<file path="src/hdl/lir_pkg.sv">
// ----------------------------------------------------------------------------
// lir_pkg
// Shared widths, register indexes and reset values of the block resampler.
// ----------------------------------------------------------------------------
`default_nettype none

package lir_pkg;

	localparam int SAMPLE_W  = 16;
	localparam int RATE_W    = 19;
	localparam int DIV_W     = 32;
	localparam int CFG_IDX_W = 3;
	localparam int CFG_DAT_W = 19;

	localparam logic [CFG_IDX_W-1:0] REG_SAMPLE_FORMAT = 3'd0;
	localparam logic [CFG_IDX_W-1:0] REG_STEREO        = 3'd1;
	localparam logic [CFG_IDX_W-1:0] REG_IN_RATE       = 3'd2;
	localparam logic [CFG_IDX_W-1:0] REG_OUT_RATE      = 3'd3;
	localparam logic [CFG_IDX_W-1:0] REG_SWAP_BYTES    = 3'd4;

	localparam logic [1:0]        RST_SAMPLE_FORMAT = 2'd0;
	localparam logic              RST_STEREO        = 1'b1;
	localparam logic [RATE_W-1:0] RST_IN_RATE       = 19'd44100;
	localparam logic [RATE_W-1:0] RST_OUT_RATE      = 19'd22050;
	localparam logic              RST_SWAP_BYTES    = 1'b0;

endpackage

`default_nettype wire

</file>
<file path="src/hdl/lir_lane.sv">
// ----------------------------------------------------------------------------
// lir_lane
// One channel: format to offset binary, linear interpolation, format back.
// ----------------------------------------------------------------------------
`default_nettype none

module lir_lane import lir_pkg::*; #(
	parameter int FRAC_BITS = 12
) (
	input  wire logic [1:0]           fmt,
	input  wire logic                 swap,
	input  wire logic [SAMPLE_W-1:0]  raw_a,
	input  wire logic [SAMPLE_W-1:0]  raw_b,
	input  wire logic [FRAC_BITS-1:0] frac,
	output      logic [SAMPLE_W-1:0]  raw_y
);

	localparam int PW = SAMPLE_W + FRAC_BITS + 1;

	logic                 wide;
	logic                 sgn;
	logic [SAMPLE_W-1:0]  ba;
	logic [SAMPLE_W-1:0]  bb;
	logic [FRAC_BITS:0]   wa;
	logic [PW-1:0]        sum;
	logic [SAMPLE_W-1:0]  y;
	logic [SAMPLE_W-1:0]  yf;

	function automatic logic [SAMPLE_W-1:0] bias(input logic [SAMPLE_W-1:0] raw,
		input logic w, input logic s, input logic sw);
		logic [SAMPLE_W-1:0] v;
		begin
			if (w) begin
				v = sw ? {raw[7:0], raw[15:8]} : raw;
				v = v ^ {s, 15'd0};
			end else begin
				v = {8'd0, raw[7:0] ^ {s, 7'd0}};
			end
			return v;
		end
	endfunction

	always_comb begin
		wide = ~fmt[1];
		sgn  = ~fmt[0];
		ba   = bias(raw_a, wide, sgn, swap);
		bb   = bias(raw_b, wide, sgn, swap);
		wa   = {1'b1, {FRAC_BITS{1'b0}}} - {1'b0, frac};
		sum  = PW'(ba) * PW'(wa) + PW'(bb) * PW'(frac);
		y    = sum[FRAC_BITS +: SAMPLE_W];
		if (wide) begin
			yf = y ^ {sgn, 15'd0};
			yf = swap ? {yf[7:0], yf[15:8]} : yf;
		end else begin
			yf = {8'd0, y[7:0] ^ {sgn, 7'd0}};
		end
		raw_y = yf;
	end

endmodule

`default_nettype wire

</file>
<file path="config.mk">
export PLATFORM = sky130hd
export DESIGN_NAME = lir_lane
export DESIGN_NICKNAME = d
export VERILOG_FILES = /design/src/hdl/lir_pkg.sv /design/src/hdl/lir_lane.sv
export SDC_FILE = /design/constraint.sdc
export NUM_CORES = 1
export LEC_CHECK = 0
export BUFFER_PORTS_ARGS = -buffer_cell sky130_fd_sc_hd__buf_2
export CAP_MARGIN = 20
export CORE_MARGIN = 10
export CORE_UTILIZATION = 40
export DETAILED_ROUTE_END_ITERATION = 12
export GPL_TIMING_DRIVEN = 0
export PLACE_DENSITY = 0.63
export SLEW_MARGIN = 20
export SYNTH_ARGS = -nofsm -noshare
export SYNTH_HDL_FRONTEND = slang
export SYNTH_SLANG_ARGS = --single-unit
</file>
<file path="constraint.sdc">
create_clock -name vclk -period 10.75
set_input_delay 1.6125 -clock vclk [all_inputs]
set_output_delay 1.6125 -clock vclk [all_outputs]
set_load 0.01 [all_outputs]
</file>
==> metrics.cfg <==
[outcome]
status = finished, violations left
violations = negative setup slack

[drt]
vias_per_cell = 5.034
via_count = 10747
drtAntennaViolNets = 0
totalWireLength_um = 40570
drtIter0Drc = 774
firstDrtPassIters = 5
wl_per_cell_um = 19.00
drc = 0

[placed_design]
dpl_worst_slack_ps = -1845
port_buffers = 55
hpwl_um = 34310
place_congestion = 0.9962

[sta]
worstMarginPinSlew_ps = 1064
drv_slew = 0
relSlewSlack_pct = 29.09
finalHoldViolCount = 0
fin_ws_ps = -272.2
rsz0062_at_grt = yes
period_minus_slack_ps = 11020
max_freq_ghz = 0.09073
hold_ws_ps = 3951
setup_violations = 10
post-route-period-util_pct = 102.5

[yosys]
synth.top_cell.area_share_pct = 50.65
synth.distinct_cells = 44
yosysWarnings = 0
ys_top_cells_by_area = fa_1 51%, inv_1 11%, ha_1 11%, nor2_1 5.5%, nand2_1 5.1%
syn_nets = 2098
netlist_area_mm2 = 0.01344
synth_cells = 1597
yosysTopAreaCell = fa_1
synth_seq_area_share_pct = 0
syn_avg_cell_area_um2 = 8.415

[critical_path]
crit_buf_inv = 11
end_kind = primary output
cp.required_ps = 9140
crit_type = in -> out
path_common_cell = fa_1
critPathTopFamily = adder cells
critPathMaxStageDelay_ps = 640
crit_fanout = 4
crit_arrival_ps = 9410
crit_slowest_cell = fa_2
cp-start-kind = input port

[hold_path]
hp-class = in -> out

[cells_and_area]
multiInputGateArea_mm2 = 0.01214
clock_buffers = 0
area_growth_pct = 13.38
ff_latch_area_um2 = 0
antenna_cells = 0
layout.nets = 2190
layout-drive-gt1-share_pct = 14.40
fill_cells = 3363
design.seq.count = 0

[clocking]
cts_hold_repair.buffers = 0

[floorplanning]
coreArea_mm2 = 0.03336
initial_core_util_pct = 40.28
rows = 67
dieArea_mm2 = 0.04133
fp.dieW_um = 203.3
dieHeight_um = 203.3
ios = 63

[global_route]
gr-total-overflow = 0
track_usage_pct = 19.53
first_global_vias = 11092
antenna_found_initial = 0
grt_max_degree = 11
grt_pass1_wl_um = 62420

[flow_run]
maxCapViolations = 0

==> metal layers <==
layer / share of wire, % / global-route usage (%) / wire length (um)
met3: 6.0 / 1.904 / 2423
met4: 4.5 / 7.940 / 1814
met2: 50 / 33.59 / 20460
met5: 0 / 0 / 0
met1: 39 / 24.77 / 15880
==> final cells by class <==
cell class | instances | share of cell area, %
buffer | 71 | 2.488
tap | 448 | 3.679
inverter | 409 | 10.11
multi-input combinational | 1113 | 79.68
timing repair buffer | 94 | 4.048
==> synth_stat cells (all sizes together) <==
library cell / count
and2: 64
o21ba: 2
nand3: 6
fa: 340
clkinv: 1
nor3: 15
o211ai: 1
a22oi: 1
nor2b: 4
o21ai: 16
ha: 114
o21a: 1
or2: 20
clkbuf: 67
a2bb2oi: 1
a21oi: 22
mux2i: 27
xor2: 14
o31ai: 3
inv: 408
o22ai: 2
xnor2: 22
nand2b: 21
a31o: 1
and3: 2
a21o: 8
o31a: 1
nor4b: 1
o21bai: 3
nor2: 198
buf: 8
a211oi: 4
and4: 1
nand4: 2
a221o: 3
mux2: 1
or3: 7
nand2: 185
==> cell usage in the layout (no fill, tap or decap), drive strengths merged, types with 7 or more instances in the layout <==
cell	Yosys	final
a21o	8	8
a21oi	22	22
and2	64	64
buf	8	103
clkbuf	67	62
fa	340	340
ha	114	114
inv	408	407
mux2i	27	27
nand2	185	185
nand2b	21	21
nor2	198	198
nor3	15	15
o21ai	16	16
or2	20	20
or3	7	7
xnor2	22	22
xor2	14	14
==> kinds of logic (layout without fill, tap and decap cells) <==
group                      count (synthesis)  after routing  synth area share [%]
AOI/OAI and AO/OA                         69             69                 3.249
xor gates and xnor gates                  36             36                 2.346
adders and majority gates                454            454                 61.26
buffers and inverters                    484            574                 13.69
muxes                                     28             28                 2.095
and+or+nand+nor                          526            526                 17.36
==> per-stage QoR <==
step                      std cells  TNS [ps]  area (um2)  util, %
after floorplan                1597         0       13470        -
after global placement         2100    -21850       14310    42.88
after detailed placement       2100    -22520       14310    42.88
after CTS                      2123     -1004       14950    44.80
after global routing           2135     -4663       15240    45.67
final                          2135     -1167       15240    45.67
==> final timing paths <==
path	start	to	slack (ps)	cells past startpoint
setup / recovery	frac[0]	raw_y[7]	-270	34
hold / removal	fmt[0]	raw_y[7]	3950	4
==> what timing repair did <==
action / 4_1_cts / 5_1_grt
resized for setup: 109 / 63
setup endpoints to repair: 16 / 16
setup buffers: 26 / 13
endpoints found under the hold margin: 0 / 0
pin swaps: 45 / 34
Power is not shown: default switching activity piles up to over one toggle a cycle in this logic, so the estimate is an artifact.
