--- config.mk ---
export PLATFORM = sky130hd
export DESIGN_NAME = lir_ram
export DESIGN_NICKNAME = d
export VERILOG_FILES = /design/src/hdl/lir_ram.sv
export SDC_FILE = /design/constraint.sdc
export NUM_CORES = 2
export LEC_CHECK = 0
export ABC_CLOCK_PERIOD_IN_PS = 5000
export BUFFER_PORTS_ARGS = -buffer_cell sky130_fd_sc_hd__buf_4
export CAP_MARGIN = 20
export CORE_MARGIN = 4
export CORE_UTILIZATION = 50
export CTS_CLUSTER_SIZE = 25
export DETAILED_ROUTE_END_ITERATION = 8
export GPL_TIMING_DRIVEN = 0
export PLACE_DENSITY = 0.63
export SLEW_MARGIN = 15
export SYNTH_ARGS = -nofsm -noshare
export SYNTH_HDL_FRONTEND = slang
export SYNTH_SLANG_ARGS = --single-unit
export TNS_END_PERCENT = 100
--- constraint.sdc ---
create_clock -name clk -period 5 [get_ports clk]
set_input_delay 0.25 -clock clk [delete_from_list [all_inputs] [get_ports clk]]
set_output_delay 0.25 -clock clk [all_outputs]
set_load 0.005 [all_outputs]
--- src/hdl/lir_ram.sv ---
// ----------------------------------------------------------------------------
// lir_ram
// Generic single-write, single-read RAM with registered read data.
// ----------------------------------------------------------------------------
`default_nettype none

module lir_ram #(
	parameter int WIDTH = 32,
	parameter int DEPTH = 64
) (
	input  wire logic                     clk,
	input  wire logic                     we,
	input  wire logic [$clog2(DEPTH)-1:0] waddr,
	input  wire logic [WIDTH-1:0]         wdata,
	input  wire logic [$clog2(DEPTH)-1:0] raddr,
	output      logic [WIDTH-1:0]         rdata
);

	logic [WIDTH-1:0] mem [DEPTH];

	always_ff @(posedge clk) begin
		if (we) begin
			mem[waddr] <= wdata;
		end
		rdata <= mem[raddr];
	end

endmodule

`default_nettype wire

==> impl_results.md <==
- Outcome: completed
- CP startpoint kind: input port
- Post-DRT Antenna Nets: 0
- Placed Area: 85,100 µm²
- Peak VDD IR: 0.351 mV
- DRT Wirelength: 241 mm
- Hold Crit Depth: 1
- CTS tree: yes
- Largest net degree at the start of global routing: 65
- Clock Path Buffers: 3
- Post-DP HPWL: 158 mm
- RSZ-0062 raised after global routing: no
- Slowest cell on crit path: buf_1
- Syn Inst Count: 3,324
- RR Endpoint: rdata[18]
- Die Footprint: 163,000 µm²
- Iter 0 DRT Violations: 7,373
- Worst reg2reg setup slack: 2.17 ns
- Sequential element share of the synthesized area: 79.1%
- DR vias/cell: 6.68
- H-Tree Depth: 4
- Crit path DAT: 4.50 ns
- Total GRT Usage: 29.7%
- Hold Path Class: input port to register
- Final Instance Area: 91,700 µm²
- Final Max Tran Viols: 0
- Number of synthesized register bits: 2,080
- Sequential power share: 53.4%
- DR pass1 iterations: 8
- CP Data Required Time: 5.66 ns
- Kind of end point of the critical path: register
- Mapped Nets: 3,370
- Clk Latency, worst-skew pair: 0.83 ns
- Area growth syn-to-layout: 16.8%
- TritonCTS Buffers: 205
- Power per standard cell area: 395 nW/µm²
- Reg-to-Reg Start: mem[25][18]
- Logic pwr share: 5.7%
- # DRC: 0
- Ratio of cells with drive above 1 in the final layout: 30.1%
- Core area: 156,000 µm²
- Mapped Area: 78,500 µm²
- Fmax: 0.260 GHz
- Nets@finish: 3,803
- Placement row count: 145
- Hold Crit Start: wdata[2]
- Synthesized area per cell: 23.6 µm²
- Transition time of the tightest slew-check pin: 1.17 ns
- Die W: 404 µm
- Total power: 36,200 µW
- Final Hold Vio Count: 0
- Clk network pwr share: 40.9%
- GRT overflow: 0
- Vias in the first global route: 38,919
- Worst Skew: 0.0331 ns
- Hold endpoint: mem[38][2]
- Period utilization: 76.9%
- Cell family with most CP delay: buffers and inverters
- Via count: 40,053
- Worst-path clk slew: 0.06 ns
- Max incr delay on CP: 0.82 ns
- Buf/Inv on CP: 4
- P_leak: 0.0286 µW
- RD Place Congestion: 0.887
- Yosys warns: 0
- Crit Path Category: input port to register
- R2R cell count: 4
- First-pass GRT wire length: 327 mm
- Routed WL per cell: 40.1 µm
- Ordered cell list for the critical path: buf_2, buf_2, buf_2, buf_1, nand3b_1, o221ai_1, a21oi_1, a21oi_1, nor2_1
- Switching fraction of total power: 21.8%
- Initial antenna violation count: 20
- Post-layout min period: 3.85 ns
- Critical path fanouts, max: 10
- Clock root buffer: clkbuf_16
- WHS: 0.0289 ns
- Post-synth cell types: 34
- Max-slew headroom at the worst pin: 21.7%
- P_int: 28,300 µW
- Setup violators final: 0
- # IOs: 78
- Initial Util: 50.3%
- Clk sinks: 2,080
- Die height: 404 µm
- Switching power: 7900 µW
- # port buffers: 69
- Most used cell, CP: buf_2
- # Max-Cap Violations: 0
-- state kept, by name, summed over array words and instances (netlist names) --
register	flops
mem	2048
rdata	32
-- power groups by stage --
stage | sequential, µW | clock, µW | combinational [µW]
finish | 19300 | 14800 | 2060
detailed placement | 19700 | 0 | 2030
floorplan | 19700 | 0 | 939
global route | 19300 | 15700 | 2120
global placement | 19700 | 0 | 1940
CTS | 19300 | 15000 | 2050
-- cell usage after synthesis --
| library cell | n | area (µm²) |
|---|---|---|
| edfxtp_1 | 2048 | 61500 |
| mux4_2 | 544 | 12300 |
| nor2_1 | 137 | 514 |
| mux2i_1 | 93 | 931 |
| o22ai_1 | 84 | 526 |
| clkbuf_1 | 74 | 278 |
| a21oi_1 | 62 | 310 |
| buf_2 | 57 | 285 |
| dfxtp_1 | 32 | 641 |
| o221ai_1 | 27 | 236 |
| nand2_1 | 26 | 97.6 |
| buf_4 | 25 | 188 |
| buf_1 | 21 | 78.8 |
| nor2b_1 | 15 | 93.8 |
| a22oi_1 | 12 | 90.1 |
| a311oi_1 | 8 | 70.1 |
| nand2b_1 | 8 | 50.1 |
| nor3_1 | 7 | 35.0 |
| buf_6 | 5 | 56.3 |
| nand3_1 | 5 | 25.0 |
| nand3b_1 | 5 | 37.5 |
| a41o_1 | 4 | 40.0 |
| and3_1 | 4 | 25.0 |
| o32ai_1 | 4 | 35.0 |
| or3_1 | 3 | 18.8 |
| or3b_2 | 3 | 26.3 |
| and2_1 | 2 | 12.5 |
| nand4_1 | 2 | 12.5 |
| or3b_1 | 2 | 17.5 |
| a31oi_1 | 1 | 6.26 |
| nand4b_1 | 1 | 8.76 |
| or2_0 | 1 | 6.26 |
| or2_1 | 1 | 6.26 |
| or2_2 | 1 | 6.26 |
-- through the flow --
stage          std cells  TNS [ns]  util (%)  setup WS [ns]
3_3_place_gp        5451   -628.16      52.2          -2.23
3_5_place_dp        5590         0      54.5          0.410
4_1_cts             5983         0      58.7           1.28
2_1_floorplan       3324         0         -           1.59
5_1_grt             5986         0      58.7           1.23
6_report            5994         0      58.7           1.15
-- worst reg2reg max path, cell delays in order (launching register included) --
cell      delay, ns
edfxtp_1       0.38
mux4_2         0.49
mux4_2         0.59
o22ai_1        0.83
nor2_1         0.33
-- what timing repair did --
action	CTS	global route
setup buffers	0	0
endpoints found under the hold margin	643	0
resized for setup	0	0
hold buffers	17	0
-- worst max-delay path by stage --
| stage | start | end | slack [ns] | cells past startpoint |
|---|---|---|---|---|
| after floorplan | waddr[3] | mem[48][0] | 1.59 | 4 |
| after global placement | waddr[3] | mem[48][12] | -2.23 | 4 |
| after detailed placement | raddr[1] | rdata[19] | 0.41 | 9 |
| after CTS | raddr[1] | rdata[19] | 1.28 | 9 |
| after global routing | raddr[1] | rdata[21] | 1.23 | 9 |
| final | raddr[1] | rdata[19] | 1.15 | 9 |
-- cells in the final DEF, fill, tap and decap left out, drive strengths merged, types with 7 or more instances in the layout --
master,instances
a21oi,62
a22oi,12
a311oi,8
buf,317
bufinv,11
clkbuf,359
clkinv,70
dfxtp,32
diode,10
dlygate4sd3,17
edfxtp,2048
mux2i,93
mux4,544
nand2,26
nand2b,8
nor2,137
nor2b,15
nor3,7
o221ai,27
o22ai,84
-- final cells by class --
class | instances | area, µm²
Timing Repair Buffer | 226 | 3740
Tap cell | 2058 | 2570
Multi-Input combinational cell | 1062 | 16000
Buffer | 182 | 895
Antenna cell | 10 | 25.0
Fill cell | 10902 | 64500
Sequential cell | 2080 | 62100
Clock buffer | 285 | 5570
Clock inverter | 91 | 810
-- kinds of logic after synthesis --
logic type / after synthesis / synth area share, %
AOI/OAI and AO/OA: 202 / 1.67
DFF: 2080 / 79.1
buffers and inverters: 182 / 1.13
and+or+nand+nor: 223 / 1.27
muxes: 637 / 16.8
-- per-layer routing --
metal	vias to the layer above	wire (µm)	part of all wire, %	GRT usage, %
li1	15196	-	-	-
met1	21447	89400	37	42.6
met2	2911	110000	46	44.6
met3	495	30100	13	7.71
met4	4	11100	4.6	11.6
met5	-	24	0.010	0
(Power assumes the default switching activity.)
