### config.mk
export PLATFORM = sky130hd
export DESIGN_NAME = lir_div
export DESIGN_NICKNAME = d
export VERILOG_FILES = /design/src/hdl/lir_pkg.sv /design/src/hdl/lir_div.sv
export SDC_FILE = /design/constraint.sdc
export NUM_CORES = 1
export LEC_CHECK = 0
export ABC_AREA = 0
export CAP_MARGIN = 20
export CELL_PAD_IN_SITES_DETAIL_PLACEMENT = 1
export CELL_PAD_IN_SITES_GLOBAL_PLACEMENT = 2
export CORE_MARGIN = 3
export CORE_UTILIZATION = 44
export CTS_CLUSTER_SIZE = 16
export DETAILED_ROUTE_END_ITERATION = 16
export DONT_BUFFER_PORTS = 1
export PLACE_DENSITY_LB_ADDON = 0.1
export SYNTH_ARGS = -nofsm -noshare
export SYNTH_HDL_FRONTEND = slang
export SYNTH_SLANG_ARGS = --single-unit
### constraint.sdc
create_clock -name clk -period 5.25 [get_ports clk]
set_clock_uncertainty 0.1 [all_clocks]
set_input_delay 0.7875 -clock clk [delete_from_list [all_inputs] [get_ports clk]]
set_output_delay 0.7875 -clock clk [all_outputs]
set_load 0.01 [all_outputs]
### src/hdl/lir_pkg.sv
// ----------------------------------------------------------------------------
// lir_pkg
// Shared widths, register indexes and reset values of the block resampler.
// ----------------------------------------------------------------------------
`default_nettype none

package lir_pkg;

	localparam int SAMPLE_W  = 16;
	localparam int RATE_W    = 19;
	localparam int DIV_W     = 32;
	localparam int CFG_IDX_W = 3;
	localparam int CFG_DAT_W = 19;

	localparam logic [CFG_IDX_W-1:0] REG_SAMPLE_FORMAT = 3'd0;
	localparam logic [CFG_IDX_W-1:0] REG_STEREO        = 3'd1;
	localparam logic [CFG_IDX_W-1:0] REG_IN_RATE       = 3'd2;
	localparam logic [CFG_IDX_W-1:0] REG_OUT_RATE      = 3'd3;
	localparam logic [CFG_IDX_W-1:0] REG_SWAP_BYTES    = 3'd4;

	localparam logic [1:0]        RST_SAMPLE_FORMAT = 2'd0;
	localparam logic              RST_STEREO        = 1'b1;
	localparam logic [RATE_W-1:0] RST_IN_RATE       = 19'd44100;
	localparam logic [RATE_W-1:0] RST_OUT_RATE      = 19'd22050;
	localparam logic              RST_SWAP_BYTES    = 1'b0;

endpackage

`default_nettype wire

### src/hdl/lir_div.sv
// ----------------------------------------------------------------------------
// lir_div
// Restoring unsigned divider, one quotient bit per cycle.
// ----------------------------------------------------------------------------
`default_nettype none

module lir_div import lir_pkg::*; (
	input  wire logic             clk,
	input  wire logic             arst_n,
	input  wire logic             start,
	input  wire logic [DIV_W-1:0] num,
	input  wire logic [DIV_W-1:0] den,
	output      logic             done,
	output      logic [DIV_W-1:0] quot
);

	localparam int SW = $clog2(DIV_W);

	logic          busy_q;
	logic [SW-1:0] step_q;
	logic [DIV_W:0] rem_q;
	logic [DIV_W-1:0] quo_q;
	logic [DIV_W-1:0] den_q;
	logic [DIV_W:0] rem_sh;
	logic [DIV_W:0] rem_sub;
	logic           fits;

	always_comb begin
		rem_sh  = {rem_q[DIV_W-1:0], quo_q[DIV_W-1]};
		rem_sub = rem_sh - {1'b0, den_q};
		fits    = rem_sh >= {1'b0, den_q};
	end

	always_ff @(posedge clk or negedge arst_n) begin
		if (!arst_n) begin
			busy_q <= 1'b0;
			step_q <= '0;
			done   <= 1'b0;
		end else begin
			done <= 1'b0;
			if (start) begin
				busy_q <= 1'b1;
				step_q <= '0;
			end else if (busy_q) begin
				step_q <= step_q + 1'b1;
				if (step_q == SW'(DIV_W - 1)) begin
					busy_q <= 1'b0;
					done   <= 1'b1;
				end
			end
		end
	end

	always_ff @(posedge clk) begin
		if (start) begin
			rem_q <= '0;
			quo_q <= num;
			den_q <= den;
		end else if (busy_q) begin
			rem_q <= fits ? rem_sub : rem_sh;
			quo_q <= {quo_q[DIV_W-2:0], fits};
		end
	end

	assign quot = quo_q;

endmodule

`default_nettype wire

==> results_dict.tcl <==
set metrics [dict create \
    synth_top_area_frac 0.3241 \
    cap_violations 0 \
    rr_endpoint "rem_q[30]" \
    synth_most_common_cell "edfxtp_1" \
    htreeDepth 3 \
    layout.nets 662 \
    max_freq_mhz 332.9 \
    rsz0062_at_grt "false" \
    cp.arrival_ns 3.15 \
    setup_violations 0 \
    syn-cell-area_sq_um 5929 \
    synth_commonest_cells "64 x edfxtp_1, 60 x nor2_1, 42 x inv_1, 34 x ha_1, 33 x nand2_1" \
    antenna_found_initial 0 \
    first_pass_iters 6 \
    cp-startpoint "quot[31]" \
    r2r-start "quot[31]" \
    port_buffers 0 \
    min_period_ns 3.004 \
    fin_util 0.4952 \
    core-area_sq_um 12880 \
    place_inst 720 \
    hold_viol 0 \
    synth_top_area_cell "edfxtp_1" \
    drt_wl_total_um 12860 \
    cts-resized-gates 0 \
    holdBufCountCts 0 \
    clk_path_buf_depth 2 \
    place_congestion 0.7695 \
    post_cts_buffers 0 \
    drtIter0Drc 136 \
    clk_pin_slew_ns 0.08 \
    cts_buffers 9 \
    crit_path_max_fanout 3 \
    hold_path_depth 2 \
    syn_area_per_cell_sq_um 10.26 \
    max_slew_margin 0.5298 \
    top_level_ports 100 \
    crit_required_ns 5.39 \
    synth_nets 680 \
    p_leak_uw 0.002616 \
    rows 41 \
    grt_pass1_wl_um 21850 \
    min_from "rem_q[30]" \
    gr-total-overflow 0 \
    r2r_cells 12 \
    grtUsageTotal 0.1845 \
    clk_latency_ns 0.36 \
    place_hpwl_um 9504 \
    cts_sinks 103 \
    ys_warn_count 0 \
    synthTopCellsByArea "edfxtp_1 32%, dfxtp_1 11%, ha_1 7.2%" \
    ctsRootBufferMaster "clkbuf_16" \
    worst_slew_pin_slew_ns 0.7052 \
    slew_viol_final 0 \
    num-fill-cells 1425 \
    yosys_register_bits 103 \
    seq_area_sq_um 2739 \
    critPathKind "reg2reg" \
    async_flop_share 0.06796 \
    ys_types 53 \
    die_h_um 122.1 \
    route.detailed.drc 0 \
    status "complete, no violations" \
    vias 4128 \
    crit_path_end_kind "register" \
    layout-drive-gt1-share 0.1027 \
    tritoncts "yes" \
    n_antenna_cell 0 \
    ant_nets 0 \
    synth_cells 578 \
    start_kind "register" \
    initial_utilization 0.4605 \
    wl_per_cell_um 17.45 \
    holdPathEnd "rem_q[30]" \
    hold_path_class "reg2reg" \
    power.density_nw_per_um2 288.5 \
    grt_pass1_vias 4422 \
    grt_max_degree 104 \
    max-vdd-ir-drop_mv 0.2249 \
    ys.flop_type "edfxtp_1" \
    finalCritPeriodShare 0.5721 \
    area_growth_pct 7.533 \
    fin_tns_setup_ns 0 \
    multi_input_area_sq_um 2882 \
    r2r_slack_ns 2.25 \
    die_w_um 122.1 \
    dieArea_sq_um 14900 \
    vias_per_cell 5.601 \
    synth_seq_area_share 0.4617 \
    synth_edf_count 64 \
    final_cells 737 \
]
-- state kept, by name, summed over array words and instances, names as in the netlist --
register  count
quot         32
busy_q        1
den_q        32
step_q        5
done          1
rem_q        32
-- worst max-delay path, cell delays in order, from the launching register on --
cell	delay, ns
edfxtp_1	0.42
inv_1	0.08
ha_1	0.22
fa_1	0.41
nor2b_1	0.17
o311a_1	0.19
o21ai_1	0.09
a21oi_1	0.30
o2111ai_1	0.21
o21ai_0	0.29
a31oi_1	0.12
a21boi_0	0.20
o21ai_1	0.09
-- cell usage in the layout, fill, tap and decap left out, types with 2 or more instances in the layout --
| master | netlist | routed |
|---|---|---|
| edfxtp_1 | 64 | 64 |
| nor2_1 | 60 | 60 |
| inv_1 | 42 | 42 |
| ha_1 | 34 | 34 |
| nand2_1 | 33 | 33 |
| mux2_2 | 32 | 32 |
| dfxtp_1 | 32 | 32 |
| a211oi_1 | 30 | 30 |
| mux2i_1 | 28 | 28 |
| a21oi_1 | 27 | 27 |
| o21ai_0 | 23 | 23 |
| xor2_1 | 17 | 17 |
| nand3_1 | 13 | 13 |
| xnor2_1 | 12 | 12 |
| a21o_1 | 11 | 11 |
| nand4_1 | 9 | 9 |
| clkbuf_16 | 0 | 9 |
| a31oi_1 | 7 | 7 |
| nand2b_1 | 7 | 7 |
| nor3_1 | 7 | 7 |
| dfrtp_1 | 7 | 6 |
| o211ai_1 | 5 | 5 |
| o21ai_1 | 3 | 3 |
| and3_1 | 3 | 3 |
| nor2b_1 | 3 | 3 |
| and2_1 | 3 | 3 |
| o2111ai_1 | 3 | 3 |
| inv_8 | 0 | 3 |
| buf_4 | 1 | 3 |
| o21bai_1 | 2 | 2 |
| a211oi_2 | 2 | 2 |
| or3_1 | 2 | 2 |
| a21boi_0 | 2 | 2 |
| o221ai_1 | 2 | 2 |
| nor4_1 | 2 | 2 |
-- per-stage QoR --
step / cell area [sq um] / worst slack (ns) / hold WS (ns) / power [uW]
2_1_floorplan: 5929 / 2.558 / 0.3428 / 1108
3_3_place_gp: 6016 / 2.312 / 0.3724 / 1135
3_5_place_dp: 6043 / 2.224 / 0.3732 / 1140
4_1_cts: 6366 / 2.197 / 0.001617 / 1864
5_1_grt: 6376 / 1.927 / 0.3826 / 1923
6_report: 6376 / 2.246 / 0.3799 / 1840
-- how the worst max path moves through the flow --
stage | endpoint | cells after the start
floorplan | quot[0] | 12
detailed placement | rem_q[0] | 11
CTS | rem_q[30] | 12
finish | rem_q[30] | 12
global placement | rem_q[0] | 11
global route | rem_q[30] | 12
-- where the power goes --
| group | internal [uW] | switching (uW) | total [uW] |
|---|---|---|---|
| clock network | 387 | 332 | 719 |
| logic | 75.8 | 87.1 | 163 |
| registers | 917 | 41.0 | 958 |
| total | 1380 | 460 | 1840 |
-- layout make-up --
type	count	share of cell area
Clock buffer	9	0.03532
Clock inverter	7	0.01531
Sequential cell	103	0.4296
Timing Repair Buffer	5	0.009419
Multi-Input combinational cell	399	0.4519
Inverter	42	0.02473
Tap cell	172	0.03375
-- routing by layer --
layer  up-vias  wire length [um]  part of all wire  GRT usage
met5         -                 0                 0          0
met2        89              5931              0.46     0.3018
met3        14               829             0.064    0.06407
li1       2054                 -                 -          -
met1      1971              5918              0.46     0.2307
met4         0               179             0.014    0.05668
-- cell families after synthesis --
| kind of cell | count (synthesis) | share of synthesized area |
|---|---|---|
| adders and majority gates | 35 | 0.07512 |
| and+or+nand+nor | 145 | 0.1102 |
| muxes | 61 | 0.1106 |
| DFF | 103 | 0.4617 |
| xor gates and xnor gates | 29 | 0.04284 |
| AOI/OAI and AO/OA | 129 | 0.1458 |
| buffers and inverters | 76 | 0.05381 |
Note: power is estimated with default switching activity, not from simulation.
